[config.mk]
export PLATFORM = sky130hd
export DESIGN_NAME = vpr_front
export DESIGN_NICKNAME = d
export VERILOG_FILES = /design/src/vpr_pkg.sv /design/src/vpr_front.sv
export SDC_FILE = /design/constraint.sdc
export NUM_CORES = 2
export LEC_CHECK = 0
export BUFFER_PORTS_ARGS = -buffer_cell sky130_fd_sc_hd__buf_4
export CAP_MARGIN = 20
export CORE_MARGIN = 2
export CORE_UTILIZATION = 35
export CTS_CLUSTER_DIAMETER = 100
export DETAILED_ROUTE_END_ITERATION = 12
export PLACE_DENSITY = 0.58
export SETUP_SLACK_MARGIN = 0.15
export SYNTH_ARGS = -nofsm -noshare
export SYNTH_HDL_FRONTEND = slang
export SYNTH_SLANG_ARGS = --single-unit
[constraint.sdc]
create_clock -name clk -period 5.45 [get_ports clk]
set_input_delay 1.635 -clock clk [delete_from_list [all_inputs] [get_ports clk]]
set_output_delay 1.635 -clock clk [all_outputs]
set_load 0.1 [all_outputs]
[src/vpr_pkg.sv]
// Package: shared types, constants and CORDIC tables of the vector polar/rect unit.
`default_nettype none
package vpr_pkg;

    localparam int COORD_W = 16;
    localparam int ANGLE_W = 16;
    localparam int GUARD_W = 16;
    localparam int FRAC_W  = 8;
    localparam int XW      = 36;   // CORDIC x/y datapath
    localparam int ZW      = 34;   // CORDIC angle accumulator, 32-bit turn
    localparam int KW      = 31;   // gain in Q1.30

    localparam logic [2:0] CMD_P2R = 3'd0;
    localparam logic [2:0] CMD_R2P = 3'd1;
    localparam logic [2:0] CMD_ADD = 3'd2;
    localparam logic [2:0] CMD_SUB = 3'd3;
    localparam logic [2:0] CMD_NEG = 3'd4;
    localparam logic [2:0] CMD_SCL = 3'd5;

    localparam logic [1:0] CLS_DIRECT = 2'd0;
    localparam logic [1:0] CLS_ROT    = 2'd1;
    localparam logic [1:0] CLS_VEC    = 2'd2;

    typedef struct packed {
        logic [2:0]                command;
        logic signed [COORD_W-1:0] ax;
        logic signed [COORD_W-1:0] ay;
        logic signed [COORD_W-1:0] bx;
        logic signed [COORD_W-1:0] by;
        logic [COORD_W-1:0]        magnitude_in;
        logic [ANGLE_W-1:0]        angle_in;
        logic signed [COORD_W-1:0] factor;
    } in_t;

    typedef struct packed {
        logic signed [COORD_W-1:0] rx;
        logic signed [COORD_W-1:0] ry;
        logic [COORD_W-1:0]        magnitude_out;
        logic [ANGLE_W-1:0]        angle_out;
        logic                      overflow;
    } out_t;

    // Classified beat passed from front to back
    typedef struct packed {
        logic [1:0]           cls;
        logic                 zero;
        logic signed [XW-1:0] x;
        logic signed [XW-1:0] y;
        logic signed [ZW-1:0] z;
        out_t                 res;
    } work_t;

    // Saturate to coordinate range; bit COORD_W is the overflow flag
    function automatic logic [COORD_W:0] sat(input logic signed [XW-1:0] v);
        logic signed [XW-1:0] hi;
        logic signed [XW-1:0] lo;
        hi = XW'(32767);
        lo = -hi - XW'(1);
        if (v > hi)
            sat = {1'b1, 16'sh7FFF};
        else if (v < lo)
            sat = {1'b1, 16'sh8000};
        else
            sat = {1'b0, v[COORD_W-1:0]};
    endfunction

    // atan(2^-i) in a 32-bit turn, rounded to nearest
    function automatic logic [31:0] atan_turn(input int i);
        case (i)
            0: atan_turn = 32'd536870912;   1: atan_turn = 32'd316933406;
            2: atan_turn = 32'd167458907;   3: atan_turn = 32'd85004756;
            4: atan_turn = 32'd42667331;    5: atan_turn = 32'd21354465;
            6: atan_turn = 32'd10679838;    7: atan_turn = 32'd5340245;
            8: atan_turn = 32'd2670163;     9: atan_turn = 32'd1335087;
            10: atan_turn = 32'd667544;     11: atan_turn = 32'd333772;
            12: atan_turn = 32'd166886;     13: atan_turn = 32'd83443;
            14: atan_turn = 32'd41722;      15: atan_turn = 32'd20861;
            16: atan_turn = 32'd10430;      17: atan_turn = 32'd5215;
            18: atan_turn = 32'd2608;       19: atan_turn = 32'd1304;
            20: atan_turn = 32'd652;        21: atan_turn = 32'd326;
            22: atan_turn = 32'd163;        23: atan_turn = 32'd81;
            24: atan_turn = 32'd41;         25: atan_turn = 32'd20;
            26: atan_turn = 32'd10;         27: atan_turn = 32'd5;
            28: atan_turn = 32'd3;          29: atan_turn = 32'd1;
            30: atan_turn = 32'd1;
            default: atan_turn = 32'd0;
        endcase
    endfunction

    // Integer square root, elaboration only
    function automatic logic [63:0] isqrt(input logic [63:0] n_in);
        logic [63:0] n;
        logic [63:0] r;
        logic [63:0] b;
        n = n_in;
        r = 64'd0;
        b = 64'd1 << 62;
        for (int j = 0; j < 32; j++)
            if (b > n)
                b = b >> 2;
        for (int j = 0; j < 32; j++) begin
            if (b != 64'd0) begin
                if (n >= r + b) begin
                    n = n - (r + b);
                    r = (r >> 1) + b;
                end
                else begin
                    r = r >> 1;
                end
                b = b >> 2;
            end
        end
        isqrt = r;
    endfunction

    // Restoring long division, elaboration only
    function automatic logic [63:0] ldiv(input logic [63:0] num, input logic [63:0] den);
        logic [64:0] rem;
        logic [63:0] q;
        rem = 65'd0;
        q = 64'd0;
        for (int j = 63; j >= 0; j--) begin
            rem = {rem[63:0], num[j]};
            if (rem >= {1'b0, den}) begin
                rem = rem - {1'b0, den};
                q[j] = 1'b1;
            end
        end
        ldiv = q;
    endfunction

    // CORDIC gain compensation in Q1.30
    function automatic logic [KW-1:0] gain(input int stages);
        logic [63:0] k;
        logic [63:0] t;
        logic [63:0] d;
        k = 64'd1 << 30;
        for (int i = 0; i < 32; i++) begin
            if (i < stages) begin
                t = (64'd1 << 60) + (64'd1 << (60 - 2 * i));
                d = isqrt(t);
                k = ldiv((k << 30) + (d >> 1), d);
            end
        end
        gain = k[KW-1:0];
    endfunction

endpackage
`default_nettype wire

[src/vpr_front.sv]
// Front: accepts commands, classifies them and does the short operations.
`default_nettype none
module vpr_front #(
    parameter int CORDIC_STAGES = 16
) (
    input  wire logic          clk,
    input  wire logic          rst_n,
    input  wire logic          start,
    input  wire vpr_pkg::in_t  request,
    input  wire logic          q_full,
    output logic               busy,
    output logic               push,
    output vpr_pkg::work_t     work
);
    import vpr_pkg::*;

    localparam logic [KW-1:0] K = gain(CORDIC_STAGES);

    logic          valid_reg, valid_next;
    work_t         work_reg, work_next;
    logic [62:0]   mprod;
    logic [32:0]   x0;
    logic signed [31:0] sprod_x, sprod_y;
    logic signed [XW-1:0] vx, vy;
    logic [COORD_W:0] sx, sy;
    logic          take;

    assign busy = valid_reg && q_full;
    assign take = start && !busy;
    assign push = valid_reg && !q_full;
    assign work = work_reg;

    // Gain-compensated start magnitude and scale products
    always_comb
    begin
        mprod   = 63'({request.magnitude_in, 16'b0}) * 63'(K);
        x0      = 33'((mprod + 63'(1 << 29)) >> 30);
        sprod_x = 32'(request.ax) * 32'(request.factor);
        sprod_y = 32'(request.ay) * 32'(request.factor);
    end

    // Classify and evaluate direct ops
    always_comb
    begin
        vx = '0;
        vy = '0;
        work_next = '0;
        unique case (request.command)
            CMD_P2R:
            begin
                work_next.cls = CLS_ROT;
                work_next.x   = XW'(x0);
                work_next.z   = ZW'(signed'({request.angle_in, 16'b0}));
            end
            CMD_R2P:
            begin
                work_next.cls  = CLS_VEC;
                work_next.x    = XW'(request.ax) <<< GUARD_W;
                work_next.y    = XW'(request.ay) <<< GUARD_W;
                work_next.zero = (request.ax == '0) && (request.ay == '0);
            end
            CMD_ADD:
            begin
                vx = XW'(request.ax) + XW'(request.bx);
                vy = XW'(request.ay) + XW'(request.by);
            end
            CMD_SUB:
            begin
                vx = XW'(request.ax) - XW'(request.bx);
                vy = XW'(request.ay) - XW'(request.by);
            end
            CMD_NEG:
            begin
                vx = -XW'(request.ax);
                vy = -XW'(request.ay);
            end
            CMD_SCL:
            begin
                vx = (XW'(sprod_x) + XW'(1 << (FRAC_W - 1))) >>> FRAC_W;
                vy = (XW'(sprod_y) + XW'(1 << (FRAC_W - 1))) >>> FRAC_W;
            end
            default:
            begin
                vx = '0;
                vy = '0;
            end
        endcase
        sx = sat(vx);
        sy = sat(vy);
        if (work_next.cls == CLS_DIRECT)
        begin
            work_next.res.rx       = sx[COORD_W-1:0];
            work_next.res.ry       = sy[COORD_W-1:0];
            work_next.res.overflow = sx[COORD_W] | sy[COORD_W];
        end
    end

    // Hold the beat until the queue takes it
    always_comb
    begin
        valid_next = valid_reg;
        if (take)
            valid_next = 1'b1;
        else if (push)
            valid_next = 1'b0;
    end

    always_ff @(posedge clk or negedge rst_n)
    begin
        if (!rst_n)
            valid_reg <= 1'b0;
        else
            valid_reg <= valid_next;
    end

    always_ff @(posedge clk)
    begin
        if (take)
            work_reg <= work_next;
    end

endmodule
`default_nettype wire

# Word-level counts from Yosys, hierarchy flattened
# Cells that the tools add are included.
# Widths: inputs -> output; s select.
dict set report word_totals {
  latchBits 0
  romBits 0
  word_cells 59
  mem_count 0
  ramBits 0
  reg_bits 137
}
dict set report classes {
  eq_ne 5
  add_sub_neg 9
  n_mul 3
  n_shift 0
  magnitude_cmp 4
  div 0
  mux 10
  reduce_logical 13
  n_bitwise 2
}
# op count
set ops {}
lappend ops {{$pmux 36 s4} 2}
lappend ops {{$gt 36x16->1 const B} 2}
lappend ops {{$lt 36x16->1 const B} 2}
lappend ops {{$neg 16->36} 2}
lappend ops {{$pmux 36 s2} 1}
lappend ops {{$mux 17} 4}
lappend ops {{$add 32x9->33 const B} 2}
lappend ops {{$mul 16x16->32} 2}
lappend ops {{$add 62x30->63 const B} 1}
lappend ops {{$mul 16x30->46 const B} 1}
lappend ops {{$add 16x16->17} 2}
lappend ops {{$sub 16x16->17} 2}
lappend ops {{$logic_not 16->1} 2}
lappend ops {{$eq 3x2->1 const B} 2}
lappend ops {{$eq 3x3->1 const B} 2}
lappend ops {{$logic_and 1x1->1} 4}
lappend ops {{$pmux 2 s2} 1}
lappend ops {{$reduce_or 2->1} 2}
lappend ops {{$eq 3x1->1 const B} 1}
lappend ops {{$logic_not 3->1} 1}
lappend ops {{$logic_not 1->1} 2}
lappend ops {{$logic_not 2->1} 1}
lappend ops {{$mux 1} 2}
lappend ops {{$reduce_bool 2->1} 1}
lappend ops {{2 further kinds} 2}

# Logic depth before layout (Yosys ltp)
dict set report depth {
  word_depth 7
  depth_mapped 30
  mapped_depth_nobuf 26
}

# Least setup slack after synthesis
# OpenSTA, ideal clock, no wires.
dict set report synth_path {
  kind {in2reg}
  start {input port request[95] (netlist bit)}
  end {register work_reg, in the netlist work[39], data pin}
  required_time_ns 5.182
  arrival_time_ns 8.588
  cell_stages 25
  setup_time_ns 0.268
  n_path_buf 4
  slack_ns -3.406
  path_cell_list {clkbuf_1 clkbuf_1 nand2_1 fa_1 inv_1 fa_1 inv_1 fa_1 fa_1 fa_1 fa_1 inv_1 ha_1 clkbuf_1 nand4_1 nor2_1 a21boi_0 o21a_1 o32ai_1 a211oi_1 nand4b_1 o311ai_1 or2_2 buf_2 o21ai_0}
}
dict set report synth_via {
  elab_chain_cells 6
  elab_cells_between_ends 10
}
# item line
set synth_lines {}
lappend synth_lines {{start: declaration} vpr_front.sv:9} ;# input wire vpr_pkg::in_t request,
lappend synth_lines {{$mul 16x16->32} vpr_front.sv:39} ;# sprod_y = 32'(request.ay) * 32'(request.factor);
lappend synth_lines {{$add 32x9->33} vpr_front.sv:80} ;# vy = (XW'(sprod_y) + XW'(1 << (FRAC_W - 1))) >>> FRAC_W;
lappend synth_lines {{$pmux 36 s4 (*)} vpr_front.sv:48} ;# unique case (request.command)
lappend synth_lines {{$lt 36x16->1} vpr_pkg.sv:61} ;# else if (v < lo)
lappend synth_lines {{$mux 17} vpr_pkg.sv:61}
lappend synth_lines {{$mux 17 (*)} vpr_pkg.sv:59} ;# if (v > hi)
lappend synth_lines {{end signal: assignment} vpr_front.sv:119} ;# work_reg <= work_next;
lappend synth_lines {{end: declaration} vpr_front.sv:20} ;# work_t work_reg, work_next;
# Mark *: on every way between the ends. The rest lies on a longest branch, timed or not.
# A chain may end at the register's enable or synchronous reset.

==> key figures <==
Synthesis
  – Mapped Cells: approximately 4300
  – Syn_area_per_cell: roughly 8.8 um^2
  – Yosys Warn Count: 0
  – Synth Cell Area: roughly 0.038 mm^2
  – FF+latch count, synth: 103
  – Synth area leader: fa_1
  – Number of synthesized flops with an enable pin: roughly 100
  – Register area share after synthesis: between 8 and 9%
  – Most used DFF post-synth: edfxtp_1
  – Top cells by count, synth: 954 x inv_1, 716 x fa_1, 378 x ha_1
  – Top-area cell type share of the netlist area: between 30% and 40%
  – Cell variety after synth: 98
  – Synth top area cells: fa_1 37%, ha_1 12%, inv_1 9.3%, edfxtp_1 8.0%, and2_1 4.5%
  – FFs w/ async S/R, synth: 0.971%
  – Top-count cell post-synth: inv_1

Die
  – Height of the die: about 330 um
  – Initial Utilization: 35.2%
  – DIE WIDTH: 335 um
  – Core Rows: roughly 120
  – Die area: between 0.1 and 0.15 mm^2
  – Core box area: between 0.1 and 0.15 mm^2
  – # IOs: 295

Finish
  – Max FFs per register: 102
  – Share of post-route cells with drive strength above 1: 32.4%
  – Final Cell Area: ~0.052 mm^2
  – Area delta synth->final: 36.3%
  – Final Net Count: between 6000 and 7000
  – Final-layout fill cell count: 10244

Route
  – WL final: between 100000 and 150000 um
  – WL/cell: 19.6 um
  – Residual DRC count: 0
  – Drt initial violations: between 1500 and 2000
  – DR vias/cell: 4.97
  – DR pass1 iterations: 6
  – Vias post-DR: 33257
  – Antenna-violating nets left: 0

Worst setup path
  – Worst path arrival time: around 8.2 ns
  – CP dominant cell by count: fa_1
  – Worst path cell trace: buf_4 -> fa_2 -> inv_1 -> fa_1 -> fa_1 -> fa_1 -> fa_1 -> fa_1 -> inv_1 -> ha_2 -> a21oi_4 -> o21ai_4 -> a41o_1 -> a211o_1 -> a41oi_2 -> xnor2_2 -> nor4b_4 -> nand3_2 -> or4b_4 -> nor4_4 -> buf_4 -> o21a_1
  – Crit-path slowest cell: fa_2
  – CP Max Fanout: 4
  – Top Family by Delay on Critical Path: adder cells
  – Kind of critical path: primary input to flop
  – Crit-path max cell delay: between 0.6 and 0.7 ns
  – Worst EP required: between 5 and 6 ns
  – Startpoint types: primary input
  – WP buf/inv: 4
  – Crit. End Element: flop

Global route
  – Initial antenna violation count: 7
  – Largest net degree at the start of global routing: 52
  – Total congestion overflow: 0
  – First-pass GRT wire length: between 200000 and 250000 um
  – Global Route Usage Sum: between 20% and 30%
  – Vias in the first global route: about 35000

STA
  – Tightest Pin Transition: 1.11 ns
  – Max-slew violation count: 0
  – Max_slew headroom: between 20% and 30%
  – # setup viols final: 66
  – Period utilization: 144%
  – Maximum clock rate: roughly 130 MHz
  – RSZ-0062 raised after global routing: true
  – Minimum clock period: 7.87 ns
  – Clk_skew: 0.0181 ns
  – Fin. Hold Viols: 0
  – Worst setup margin: -2.42 ns

Clock network
  – Num CTS Buffers: 9
  – CTS clk-pin slew, worst paths: around 0.1 ns
  – Clock Latency Late Sink: 0.41 ns
  – Clock sink total: 103
  – Clock Tree Buf Depth: 2
  – CTS HTree Levels: 3
  – Clock tree from TritonCTS: built
  – Cts hold-fix bufs: 0
  – CTS root buf: clkbuf_16

Place
  – Port buffer count: 230
  – DP Area: roughly 0.047 mm^2
  – Final HPWL DP: between 100000 and 150000 um
  – RD Place Congestion: ~0.98

Run
  – Max_cap viols: 0

Hold path
  – Worst Hold Class: flop to flop

Status
  – Outcome: finished with violations
  – Failing checks: setup timing
cells by family after synthesis:
group | share of synthesized area (%)
other cells | 0.00979
buf+inv | 12.7
xor+xnor | 3.95
flops | 8.06
mux | 0.454
fa+ha+maj | 49.8
simple gates | 14.6
compound gates | 10.4
repair_timing:
action                     in CTS  in global routing
setup buffers                  98                 41
setup endpoints to repair      66                 66
gates resized for setup       504                207
cloned                         16                  0
pin swaps                     313                229
stage by stage:
stage	instances	util, %	TNS, ns	hold WS (ns)	setup WS [ns]
after CTS	6640	46.9	-129.43	0.702	-2.39
after detailed placement	6510	43.5	-179.74	0.675	-3.33
after floorplan	4394	-	-134.20	1.34	-2.60
after global routing	6685	48.0	-145.62	0.750	-2.64
final	6686	48.0	-133.72	0.700	-2.42
after global placement	6510	43.5	-177.40	0.667	-3.20
worst paths after layout:
check	slack, ns	cells after the start	startpoint	to
max	-2.42	22	request[45]	work[167]$_DFFE_PP_
min	0.70	2	valid_reg$_DFFE_PN0P_	valid_reg$_DFFE_PN0P_
max reg2reg	3.43	3	valid_reg$_DFFE_PN0P_	work[162]$_DFFE_PP_
min reg2reg	0.70	2	valid_reg$_DFFE_PN0P_	valid_reg$_DFFE_PN0P_
max in group asynchronous	4.40	1	rst_n	valid_reg$_DFFE_PN0P_
min in group asynchronous	0.97	1	rst_n	valid_reg$_DFFE_PN0P_
worst min-delay path, stage by stage (launching register included):
cell     delay (ns)
dfrtp_1        0.35
and2_1         0.20
or2_2          0.13
final cells by class:
cell class | instances | area, um^2 | area share (%)
Inverter | 954 | 3590 | 6.88
Clock inverter | 7 | 96.3 | 0.185
Tap cell | 1414 | 1770 | 3.39
Multi-Input combinational cell | 3074 | 33600 | 64.4
Timing Repair Buffer | 1120 | 9810 | 18.8
Sequential cell | 103 | 3090 | 5.91
Antenna cell | 5 | 12.5 | 0.0240
Clock buffer | 9 | 225 | 0.431
cells in the final DEF, fill, tap and decap left out, types with 19 or more instances in the layout:
cell / count
ha_1: 309
o21ai_1: 28
o21ai_0: 61
and2_1: 243
a21o_1: 29
o21ai_2: 55
nor2_2: 19
a21oi_4: 24
nand4_1: 35
a21oi_2: 28
a21oi_1: 118
fa_1: 667
inv_1: 887
o211ai_1: 22
nand3_1: 29
xnor2_1: 91
nor2_1: 143
nand2_1: 347
buf_4: 945
buf_12: 49
ha_4: 62
edfxtp_1: 102
inv_2: 64
buf_6: 94
fa_2: 49
nor2b_1: 19
and2_4: 35
xor2_1: 53
nand2b_1: 21
nor3_1: 42
o21a_1: 27
conb_1: 64
metal layers:
| metal | global-route usage, % | wire (um) |
|---|---|---|
| met2 | 42.7 | 67900 |
| met4 | 7.74 | 4880 |
| met5 | 0 | 0 |
| met3 | 1.91 | 5380 |
| met1 | 28.5 | 52500 |
Power is left out: the tool's default activity adds up to more than one toggle a clock period on the data nets, which glitch-free logic cannot reach.
