==> config.mk <==
export PLATFORM = sky130hd
export DESIGN_NAME = vpr_queue
export DESIGN_NICKNAME = d
export VERILOG_FILES = /design/src/vpr_pkg.sv /design/src/vpr_queue.sv
export SDC_FILE = /design/constraint.sdc
export NUM_CORES = 1
export LEC_CHECK = 0
export ABC_AREA = 1
export BUFFER_PORTS_ARGS = -buffer_cell sky130_fd_sc_hd__buf_4
export CELL_PAD_IN_SITES_DETAIL_PLACEMENT = 0
export CELL_PAD_IN_SITES_GLOBAL_PLACEMENT = 1
export CORE_ASPECT_RATIO = 1.25
export CORE_UTILIZATION = 42
export DETAILED_ROUTE_END_ITERATION = 8
export HOLD_SLACK_MARGIN = 0.12
export PLACE_DENSITY_LB_ADDON = 0.05
export SLEW_MARGIN = 10
export SYNTH_ARGS = -nofsm -noshare
export SYNTH_HDL_FRONTEND = slang
export SYNTH_SLANG_ARGS = --single-unit
export TNS_END_PERCENT = 10
==> constraint.sdc <==
create_clock -name clk -period 6.4 [get_ports clk]
set_clock_uncertainty 0.15 [all_clocks]
set_input_delay 0.96 -clock clk [delete_from_list [all_inputs] [get_ports clk]]
set_output_delay 0.96 -clock clk [all_outputs]
set_load 0.1 [all_outputs]
==> src/vpr_pkg.sv <==
// Package: shared types, constants and CORDIC tables of the vector polar/rect unit.
`default_nettype none
package vpr_pkg;

    localparam int COORD_W = 16;
    localparam int ANGLE_W = 16;
    localparam int GUARD_W = 16;
    localparam int FRAC_W  = 8;
    localparam int XW      = 36;   // CORDIC x/y datapath
    localparam int ZW      = 34;   // CORDIC angle accumulator, 32-bit turn
    localparam int KW      = 31;   // gain in Q1.30

    localparam logic [2:0] CMD_P2R = 3'd0;
    localparam logic [2:0] CMD_R2P = 3'd1;
    localparam logic [2:0] CMD_ADD = 3'd2;
    localparam logic [2:0] CMD_SUB = 3'd3;
    localparam logic [2:0] CMD_NEG = 3'd4;
    localparam logic [2:0] CMD_SCL = 3'd5;

    localparam logic [1:0] CLS_DIRECT = 2'd0;
    localparam logic [1:0] CLS_ROT    = 2'd1;
    localparam logic [1:0] CLS_VEC    = 2'd2;

    typedef struct packed {
        logic [2:0]                command;
        logic signed [COORD_W-1:0] ax;
        logic signed [COORD_W-1:0] ay;
        logic signed [COORD_W-1:0] bx;
        logic signed [COORD_W-1:0] by;
        logic [COORD_W-1:0]        magnitude_in;
        logic [ANGLE_W-1:0]        angle_in;
        logic signed [COORD_W-1:0] factor;
    } in_t;

    typedef struct packed {
        logic signed [COORD_W-1:0] rx;
        logic signed [COORD_W-1:0] ry;
        logic [COORD_W-1:0]        magnitude_out;
        logic [ANGLE_W-1:0]        angle_out;
        logic                      overflow;
    } out_t;

    // Classified beat passed from front to back
    typedef struct packed {
        logic [1:0]           cls;
        logic                 zero;
        logic signed [XW-1:0] x;
        logic signed [XW-1:0] y;
        logic signed [ZW-1:0] z;
        out_t                 res;
    } work_t;

    // Saturate to coordinate range; bit COORD_W is the overflow flag
    function automatic logic [COORD_W:0] sat(input logic signed [XW-1:0] v);
        logic signed [XW-1:0] hi;
        logic signed [XW-1:0] lo;
        hi = XW'(32767);
        lo = -hi - XW'(1);
        if (v > hi)
            sat = {1'b1, 16'sh7FFF};
        else if (v < lo)
            sat = {1'b1, 16'sh8000};
        else
            sat = {1'b0, v[COORD_W-1:0]};
    endfunction

    // atan(2^-i) in a 32-bit turn, rounded to nearest
    function automatic logic [31:0] atan_turn(input int i);
        case (i)
            0: atan_turn = 32'd536870912;   1: atan_turn = 32'd316933406;
            2: atan_turn = 32'd167458907;   3: atan_turn = 32'd85004756;
            4: atan_turn = 32'd42667331;    5: atan_turn = 32'd21354465;
            6: atan_turn = 32'd10679838;    7: atan_turn = 32'd5340245;
            8: atan_turn = 32'd2670163;     9: atan_turn = 32'd1335087;
            10: atan_turn = 32'd667544;     11: atan_turn = 32'd333772;
            12: atan_turn = 32'd166886;     13: atan_turn = 32'd83443;
            14: atan_turn = 32'd41722;      15: atan_turn = 32'd20861;
            16: atan_turn = 32'd10430;      17: atan_turn = 32'd5215;
            18: atan_turn = 32'd2608;       19: atan_turn = 32'd1304;
            20: atan_turn = 32'd652;        21: atan_turn = 32'd326;
            22: atan_turn = 32'd163;        23: atan_turn = 32'd81;
            24: atan_turn = 32'd41;         25: atan_turn = 32'd20;
            26: atan_turn = 32'd10;         27: atan_turn = 32'd5;
            28: atan_turn = 32'd3;          29: atan_turn = 32'd1;
            30: atan_turn = 32'd1;
            default: atan_turn = 32'd0;
        endcase
    endfunction

    // Integer square root, elaboration only
    function automatic logic [63:0] isqrt(input logic [63:0] n_in);
        logic [63:0] n;
        logic [63:0] r;
        logic [63:0] b;
        n = n_in;
        r = 64'd0;
        b = 64'd1 << 62;
        for (int j = 0; j < 32; j++)
            if (b > n)
                b = b >> 2;
        for (int j = 0; j < 32; j++) begin
            if (b != 64'd0) begin
                if (n >= r + b) begin
                    n = n - (r + b);
                    r = (r >> 1) + b;
                end
                else begin
                    r = r >> 1;
                end
                b = b >> 2;
            end
        end
        isqrt = r;
    endfunction

    // Restoring long division, elaboration only
    function automatic logic [63:0] ldiv(input logic [63:0] num, input logic [63:0] den);
        logic [64:0] rem;
        logic [63:0] q;
        rem = 65'd0;
        q = 64'd0;
        for (int j = 63; j >= 0; j--) begin
            rem = {rem[63:0], num[j]};
            if (rem >= {1'b0, den}) begin
                rem = rem - {1'b0, den};
                q[j] = 1'b1;
            end
        end
        ldiv = q;
    endfunction

    // CORDIC gain compensation in Q1.30
    function automatic logic [KW-1:0] gain(input int stages);
        logic [63:0] k;
        logic [63:0] t;
        logic [63:0] d;
        k = 64'd1 << 30;
        for (int i = 0; i < 32; i++) begin
            if (i < stages) begin
                t = (64'd1 << 60) + (64'd1 << (60 - 2 * i));
                d = isqrt(t);
                k = ldiv((k << 30) + (d >> 1), d);
            end
        end
        gain = k[KW-1:0];
    endfunction

endpackage
`default_nettype wire

==> src/vpr_queue.sv <==
// Two-entry queue between front and back.
`default_nettype none
module vpr_queue (
    input  wire logic           clk,
    input  wire logic           rst_n,
    input  wire logic           push,
    input  wire vpr_pkg::work_t wdata,
    output logic                full,
    output logic                head_valid,
    output vpr_pkg::work_t      head
);
    import vpr_pkg::*;

    work_t      mem_reg [2];
    logic       wp_reg, wp_next, rp_reg, rp_next;
    logic [1:0] cnt_reg, cnt_next;
    logic       pop;

    assign full       = (cnt_reg == 2'd2);
    assign head_valid = (cnt_reg != 2'd0);
    assign pop        = head_valid;
    assign head       = mem_reg[rp_reg];

    // Advance pointers; the back drains one beat per cycle
    always_comb
    begin
        wp_next  = wp_reg ^ push;
        rp_next  = rp_reg ^ pop;
        cnt_next = cnt_reg + 2'(push) - 2'(pop);
    end

    always_ff @(posedge clk or negedge rst_n)
    begin
        if (!rst_n)
        begin
            wp_reg  <= 1'b0;
            rp_reg  <= 1'b0;
            cnt_reg <= 2'd0;
        end
        else
        begin
            wp_reg  <= wp_next;
            rp_reg  <= rp_next;
            cnt_reg <= cnt_next;
        end
    end

    always_ff @(posedge clk)
    begin
        if (push)
            mem_reg[wp_reg] <= wdata;
    end

endmodule
`default_nettype wire

## After elaboration in Yosys (flattened, before gate mapping)

Memory sizes are Yosys's and may differ from the RTL's.
Index checks and enable logic that the tools add are counted.

| storage, ports and cells | value |
|---|---|
| RAM bits | 348 |
| memories kept | 1 |
| bits in registers | 4 |
| input port bits | 177 |
| output and inout bits | 176 |
| logic and storage cells | 12 |

Memories:

| memory | words | bits a word | rd ports | clocked after memory_dff | wr ports | RTL line | RTL |
|---|---|---|---|---|---|---|---|
| mem_reg | 2 | 174 | 1 | 0 | 1 | vpr_queue.sv:14 | `work_t mem_reg [2];` |

| operators by class | value |
|---|---|
| multiplexer cells | 2 |
| eq/ne operators | 1 |
| add/subtract/negate cells | 2 |
| bitwise operators | 2 |
| reductions and logical operators | 1 |

Operators by type and width:

| operator | count |
|---|---|
| 2-bit by 1-bit adder with 2-bit output | 1 |
| 2-bit equality test (second input constant) | 1 |
| 1-bit 2-to-1 mux | 2 |
| 2-bit nonzero test | 1 |
| 2-bit by 1-bit subtractor with 2-bit output | 1 |
| 1-bit XOR | 2 |

## Longest topological paths before layout

Gate-level depths: netlist (run 1).

| depth | value |
|---|---|
| word-level depth | 2 |
| depth in mapped cells | 6 |
| gate-level depth less buffers | 5 |

## Worst setup path after synthesis (run 1)

Ideal clock, no wire load.

| path | value |
|---|---|
| kind | input to register |
| start | input port push |
| end | memory mem_reg[0][0] (netlist name), enable pin |
| cell stages on the path | 1 |
| data required time | 5.694 ns |
| arrival | 5.002 ns |
| library setup time | 0.556 ns |
| slack | 0.692 ns |
| path buffers | 0 |
| cell sequence | ha_1 |

| on the way | value |
|---|---|
| cells in the longest elaborated chain, start to end | 2 |

RTL lines:

| element | RTL line | RTL |
|---|---|---|
| start, declared | vpr_queue.sv:6 | `input wire logic push,` |
| 1-bit 2-to-1 mux | vpr_queue.sv:50 | `if (push)` |
| 1-bit 2-to-1 mux (not written as such) | vpr_queue.sv:51 | `mem_reg[wp_reg] <= wdata;` |
| end, declared | vpr_queue.sv:14 |  |

No other way between the ends.

==> results of run 1 <==
[metrics by stage]
step                      cells  worst slack, ns  util [%]
after global placement     1651             2.84      52.5
final                      1716             2.41      56.0
after global routing       1716             2.14      56.0
after floorplan             931            0.692         -
after detailed placement   1651             2.81      52.5
after CTS                  1715             2.28      55.9
[power by group]
part           internal [W]  total [W]  leakage, nW  switching, W
clock               0.00105    0.00185        0.508      0.000800
combinational      0.000529    0.00307         3.34       0.00254
sequential          0.00305    0.00316         3.31      0.000103
total               0.00464    0.00808         7.17       0.00344
[layer usage]
| metal | track usage [%] | share of wire (%) |
|---|---|---|
| met5 | 0 | 0.041 |
| met4 | 8.37 | 3.9 |
| met3 | 6.16 | 8.2 |
| met2 | 30.5 | 49 |
| met1 | 20.9 | 38 |
[Yosys cell counts (all sizes together)]
cell and n:
nand2 527, dfrtp 4, buf 39, inv 5
nor2 3, o21ai 1, nand3b 1, ha 3
edfxtp 348
[layout make-up]
type | count | area [µm²] | share of cell area [%]
antenna | 1 | 2.50 | 0.0148
clock inverter | 18 | 75.1 | 0.444
clock buffer | 45 | 956 | 5.66
sequential | 352 | 10600 | 62.4
inverter | 5 | 23.8 | 0.141
timing repair buffer | 359 | 2720 | 16.1
multi-input combinational | 535 | 2060 | 12.2
tap | 401 | 502 | 2.97
[cell families after synthesis]
family          share of synthesized area [%]
flops                                    81.6
compound gates                         0.0387
simple gates                             15.4
fa+ha+maj                               0.290
buf+inv                                  2.64
[worst reg2reg max path, stage by stage (launching register included)]
cell	delay (ns)
dfrtp_1	0.40
inv_1	0.10
ha_4	0.60
buf_12	0.64
[final timing paths]
kind	startpoint	to	cells past startpoint
worst min register to register	cnt_reg[1]	cnt_reg[1]	2
min in group asynchronous	rst_n	cnt_reg[0]	2
max in group asynchronous	rst_n	rp_reg	2
worst max-delay path	rp_reg	head[112]	5
worst min-delay path	cnt_reg[1]	cnt_reg[1]	2
worst max register to register	wp_reg	mem_reg[0][117]	3
==> results.json, run 1 <==
{
  "vias_per_cell": 4.62,
  "final_nets": 1469,
  "grt_overflow": 0,
  "path_clk_slew_ns": 0.06,
  "drive_above_1_share_pct": 30.8,
  "start_util_pct": 42.8,
  "area_growth_pct": 30.7,
  "firstDrtPassIters": 4,
  "layout_common_cells": "nand2_1 (527), buf_4 (356), edfxtp_1 (348)",
  "dpl_cell_area_um2": 15900,
  "gp_congestion": 0.763,
  "start_kind": "flop",
  "ir_worst_vdd_mv": 0.248,
  "final_hold_viol_count": 0,
  "grt_antenna_before_repair": 2,
  "syn_nets": 1111,
  "min_period_ns": 3.99,
  "relSlewSlack_pct": 25.6,
  "io_pins": 353,
  "p_total_w": 0.00808,
  "antenna_left": 0,
  "rrSetupSlack_ns": 4.01,
  "crit_buf_inv": 3,
  "drtIter0Drc": 453,
  "crit_fanout": 136,
  "track_usage_pct": 18.1,
  "grt_pass1_wl_mm": 43.3,
  "cts_resized": 0,
  "route.detailed.drc": 0,
  "cp_slowest_cell": "inv_6",
  "synthCells": 931,
  "core_um2": 30200,
  "leakagePower_nw": 7.17,
  "die_area_um2": 31500,
  "ys_seq_area_share_pct": 81.6,
  "holdBufCountCts": 1,
  "fillers": 2584,
  "crit_type": "reg -> out",
  "clock-sinks": 352,
  "crit_family": "buffers and inverters",
  "tightest_slew_ns": 1.12,
  "clk_path_buf_depth": 3,
  "final_cell_area_um2": 16900,
  "outcome": "complete, no violations",
  "root_buffer": "clkbuf_16",
  "routedWlPerCell_um": 17.0,
  "yosysWarnings": 0,
  "holdWs_ns": 0.433,
  "grt_pass1_vias": 7782,
  "finalCritPeriodShare_pct": 62.4,
  "largest_register_ffs": 348,
  "synth_cell_type_count": 13,
  "final_max_slew_viol_count": 0,
  "syn-cell-area_um2": 12900,
  "pwr_density_cell_nw_per_um2": 478,
  "post-cts-setup-buffers": 0,
  "yosys_register_bits": 352,
  "setup_viol": 0,
  "worstSetupEndpointType": "output port",
  "grt_start_max_net_pins": 137,
  "portBuffers": 352,
  "critPathArrivalTime_ns": 2.88,
  "hold_class": "reg -> reg",
  "hpwl_mm": 18.2,
  "final_common_cell": "nand2_1",
  "cp_data_required_time_ns": 5.29,
  "rsz0062_at_grt": "false",
  "totalWireLength_mm": 29.1,
  "cp_cell_sequence": "inv_6 -> buf_4 -> nand2_1 -> nand2_1 -> buf_4",
  "max-cap-violations": 0,
  "via_count": 7935,
  "synth_area_leader_cell": "edfxtp_1",
  "die_y_um": 198,
  "htreeDepth": 2,
  "fin_setup_tns_ns": 0,
  "cts_tree": "yes",
  "dieWidth_um": 159,
  "clock_latency_ns": 0.50,
  "num_rows": 71,
  "yosysTopAreaCellShare_pct": 80.8,
  "synth_area_per_cell_um2": 13.9,
  "clock.fmax_mhz": 251,
  "cts_buffers": 36,
  "ys_top_cells_by_area": "edfxtp_1 (81%), nand2_1 (15%), buf_6 (1.6%)",
  "critical-path-max-stage-delay_ns": 0.85
}
Note: power is estimated with default switching activity, not from simulation.
==> run 2: changes to the inputs <==
--- a/config.mk
+++ b/config.mk
@@ -10,7 +10,7 @@
 export CELL_PAD_IN_SITES_DETAIL_PLACEMENT = 0
 export CELL_PAD_IN_SITES_GLOBAL_PLACEMENT = 1
 export CORE_ASPECT_RATIO = 1.25
-export CORE_UTILIZATION = 42
+export CORE_UTILIZATION = 38
 export DETAILED_ROUTE_END_ITERATION = 8
 export HOLD_SLACK_MARGIN = 0.12
 export PLACE_DENSITY_LB_ADDON = 0.05
==> constraint.sdc (replaced) <==
create_clock -name clk -period 3.66 [get_ports clk]
set_clock_uncertainty 0.15 [all_clocks]
set_input_delay 0.549 -clock clk [delete_from_list [all_inputs] [get_ports clk]]
set_output_delay 0.549 -clock clk [all_outputs]
set_load 0.1 [all_outputs]
==> run 2 against run 1 <==
Effect of this change:
- hold slack lost 0.26 ns
- sequential cell count is the same
- critical endpoint is now head[173]
- largest power group is now combinational cells
- total power grew 80%
- routed wire length grew 6.8%
- setup slack lost 1.8 ns
- critical path depth shrank 1
==> results.json, run 2 (synthesized netlist as in run 1, its figures left out) <==
{
  "outcome": "complete, no violations",
  "setup_viol": 0,
  "start_kind": "flop",
  "final_common_cell": "nand2_1",
  "relSlewSlack_pct": 31.6,
  "dpl_cell_area_um2": 16000,
  "final_max_slew_viol_count": 0,
  "cts_tree": "yes",
  "htreeDepth": 2,
  "critPathMostFrequentCell": "nand2_1",
  "fin_ws_ns": 0.561,
  "cp_slowest_cell": "buf_12",
  "grt_pass1_vias": 8566,
  "clock-sinks": 352,
  "final_nets": 1652,
  "gp_congestion": 0.737,
  "portBuffers": 352,
  "finalCritPeriodShare_pct": 84.7,
  "stdcell_count": 1915,
  "min_period_ns": 3.10,
  "pwr_density_cell_nw_per_um2": 772,
  "io_pins": 353,
  "critPathArrivalTime_ns": 2.40,
  "track_usage_pct": 17.8,
  "final_hold_viol_count": 0,
  "clock.fmax_mhz": 323,
  "antenna_left": 0,
  "grt_start_max_net_pins": 176,
  "cts_resized": 0,
  "cp_cell_sequence": "buf_12 -> nand2_1 -> nand2_1 -> buf_4",
  "cts_buffers": 37,
  "root_buffer": "clkbuf_16",
  "die_area_um2": 34800,
  "clock_latency_ns": 0.52,
  "crit_buf_inv": 2,
  "tightest_slew_ns": 1.03,
  "path_clk_slew_ns": 0.06,
  "critical-path-max-stage-delay_ns": 0.49,
  "num_rows": 75,
  "routedWlPerCell_um": 16.2,
  "crit_type": "reg -> out",
  "grt_antenna_before_repair": 1,
  "crit_family": "buffers and inverters",
  "preCtsSetupSlack_ns": 1.11,
  "holdBufCountCts": 175,
  "grt_pass1_wl_mm": 47.4,
  "place_inst": 1681,
  "firstDrtPassIters": 4,
  "crit_fanout": 175,
  "drive_above_1_share_pct": 27.6,
  "route.detailed.drc": 0,
  "layout_common_cells": "nand2_1 (527), buf_4 (359), edfxtp_1 (348)",
  "totalWireLength_mm": 31.1,
  "grt_overflow": 0,
  "post-cts-setup-buffers": 0,
  "worstSetupEndpointType": "output port",
  "via_count": 8650,
  "area_growth_pct": 45.6,
  "clk_path_buf_depth": 3,
  "dieWidth_um": 167,
  "largest_register_ffs": 348,
  "fillers": 2895,
  "leakagePower_nw": 7.96,
  "post-route-util_pct": 56.2,
  "rsz0062_at_grt": "false",
  "hpwl_mm": 19.1,
  "fin_setup_tns_ns": 0,
  "cp_data_required_time_ns": 2.96,
  "core_um2": 33500,
  "max-cap-violations": 0,
  "ir_worst_vdd_mv": 0.602,
  "vias_per_cell": 4.52,
  "final_cell_area_um2": 18800,
  "die_y_um": 208,
  "drtIter0Drc": 431,
  "start_util_pct": 38.6,
  "hold_class": "in -> reg"
}
[run 2: cell count changes in the layout (fill, tap and decap cells not counted), sizes merged]
cell | before | now
buf | 358 | 366
clkinv | 18 | 10
clkbuf | 45 | 46
dlygate4sd3 | 1 | 175
bufinv | 0 | 2
[run 2: layout make-up]
type,count,area [µm²],share of cell area [%]
flip-flops and latches,352,10600,56.1
repair buffers,541,4590,24.4
multi-input cells,535,2060,11.0
clock buffers,46,960,5.10
well taps,423,529,2.81
clock inverters,12,101,0.538
inverters,5,23.8,0.126
diodes,1,2.50,0.0133
[run 2: power by group]
part | internal (W) | switching [W]
logic | 0.00111 | 0.00454
clock network | 0.00198 | 0.00143
registers | 0.00533 | 0.000158
[run 2: per-layer routing]
layer / track usage [%] / share of wire [%] / up-vias
met5: 0 / 0 / -
met4: 5.24 / 1.8 / 0
met3: 5.21 / 7.5 / 37
met2: 30.9 / 51 / 256
met1: 21.5 / 40 / 4137
li1: - / - / 4220
[run 2: final timing paths]
| path | from | end | slack [ns] | cells past startpoint |
|---|---|---|---|---|
| hold / removal | push | cnt_reg[0] | 0.18 | 2 |
| min in group asynchronous | rst_n | cnt_reg[0] | 0.23 | 2 |
| hold reg to reg | cnt_reg[1] | rp_reg | 0.43 | 2 |
| setup reg to reg | wp_reg | mem_reg[0][104] | 1.62 | 3 |
| setup / recovery | rp_reg | head[173] | 0.56 | 4 |
| max in group asynchronous | rst_n | rp_reg | 3.02 | 2 |
[run 2: through the flow]
step / power (W) / hold WS, ns
after CTS: 0.0147 / 0.151
after detailed placement: 0.0111 / 0.203
after floorplan: 0.00985 / 0.103
final: 0.0145 / 0.178
after global placement: 0.0111 / 0.200
after global routing: 0.0151 / 0.176
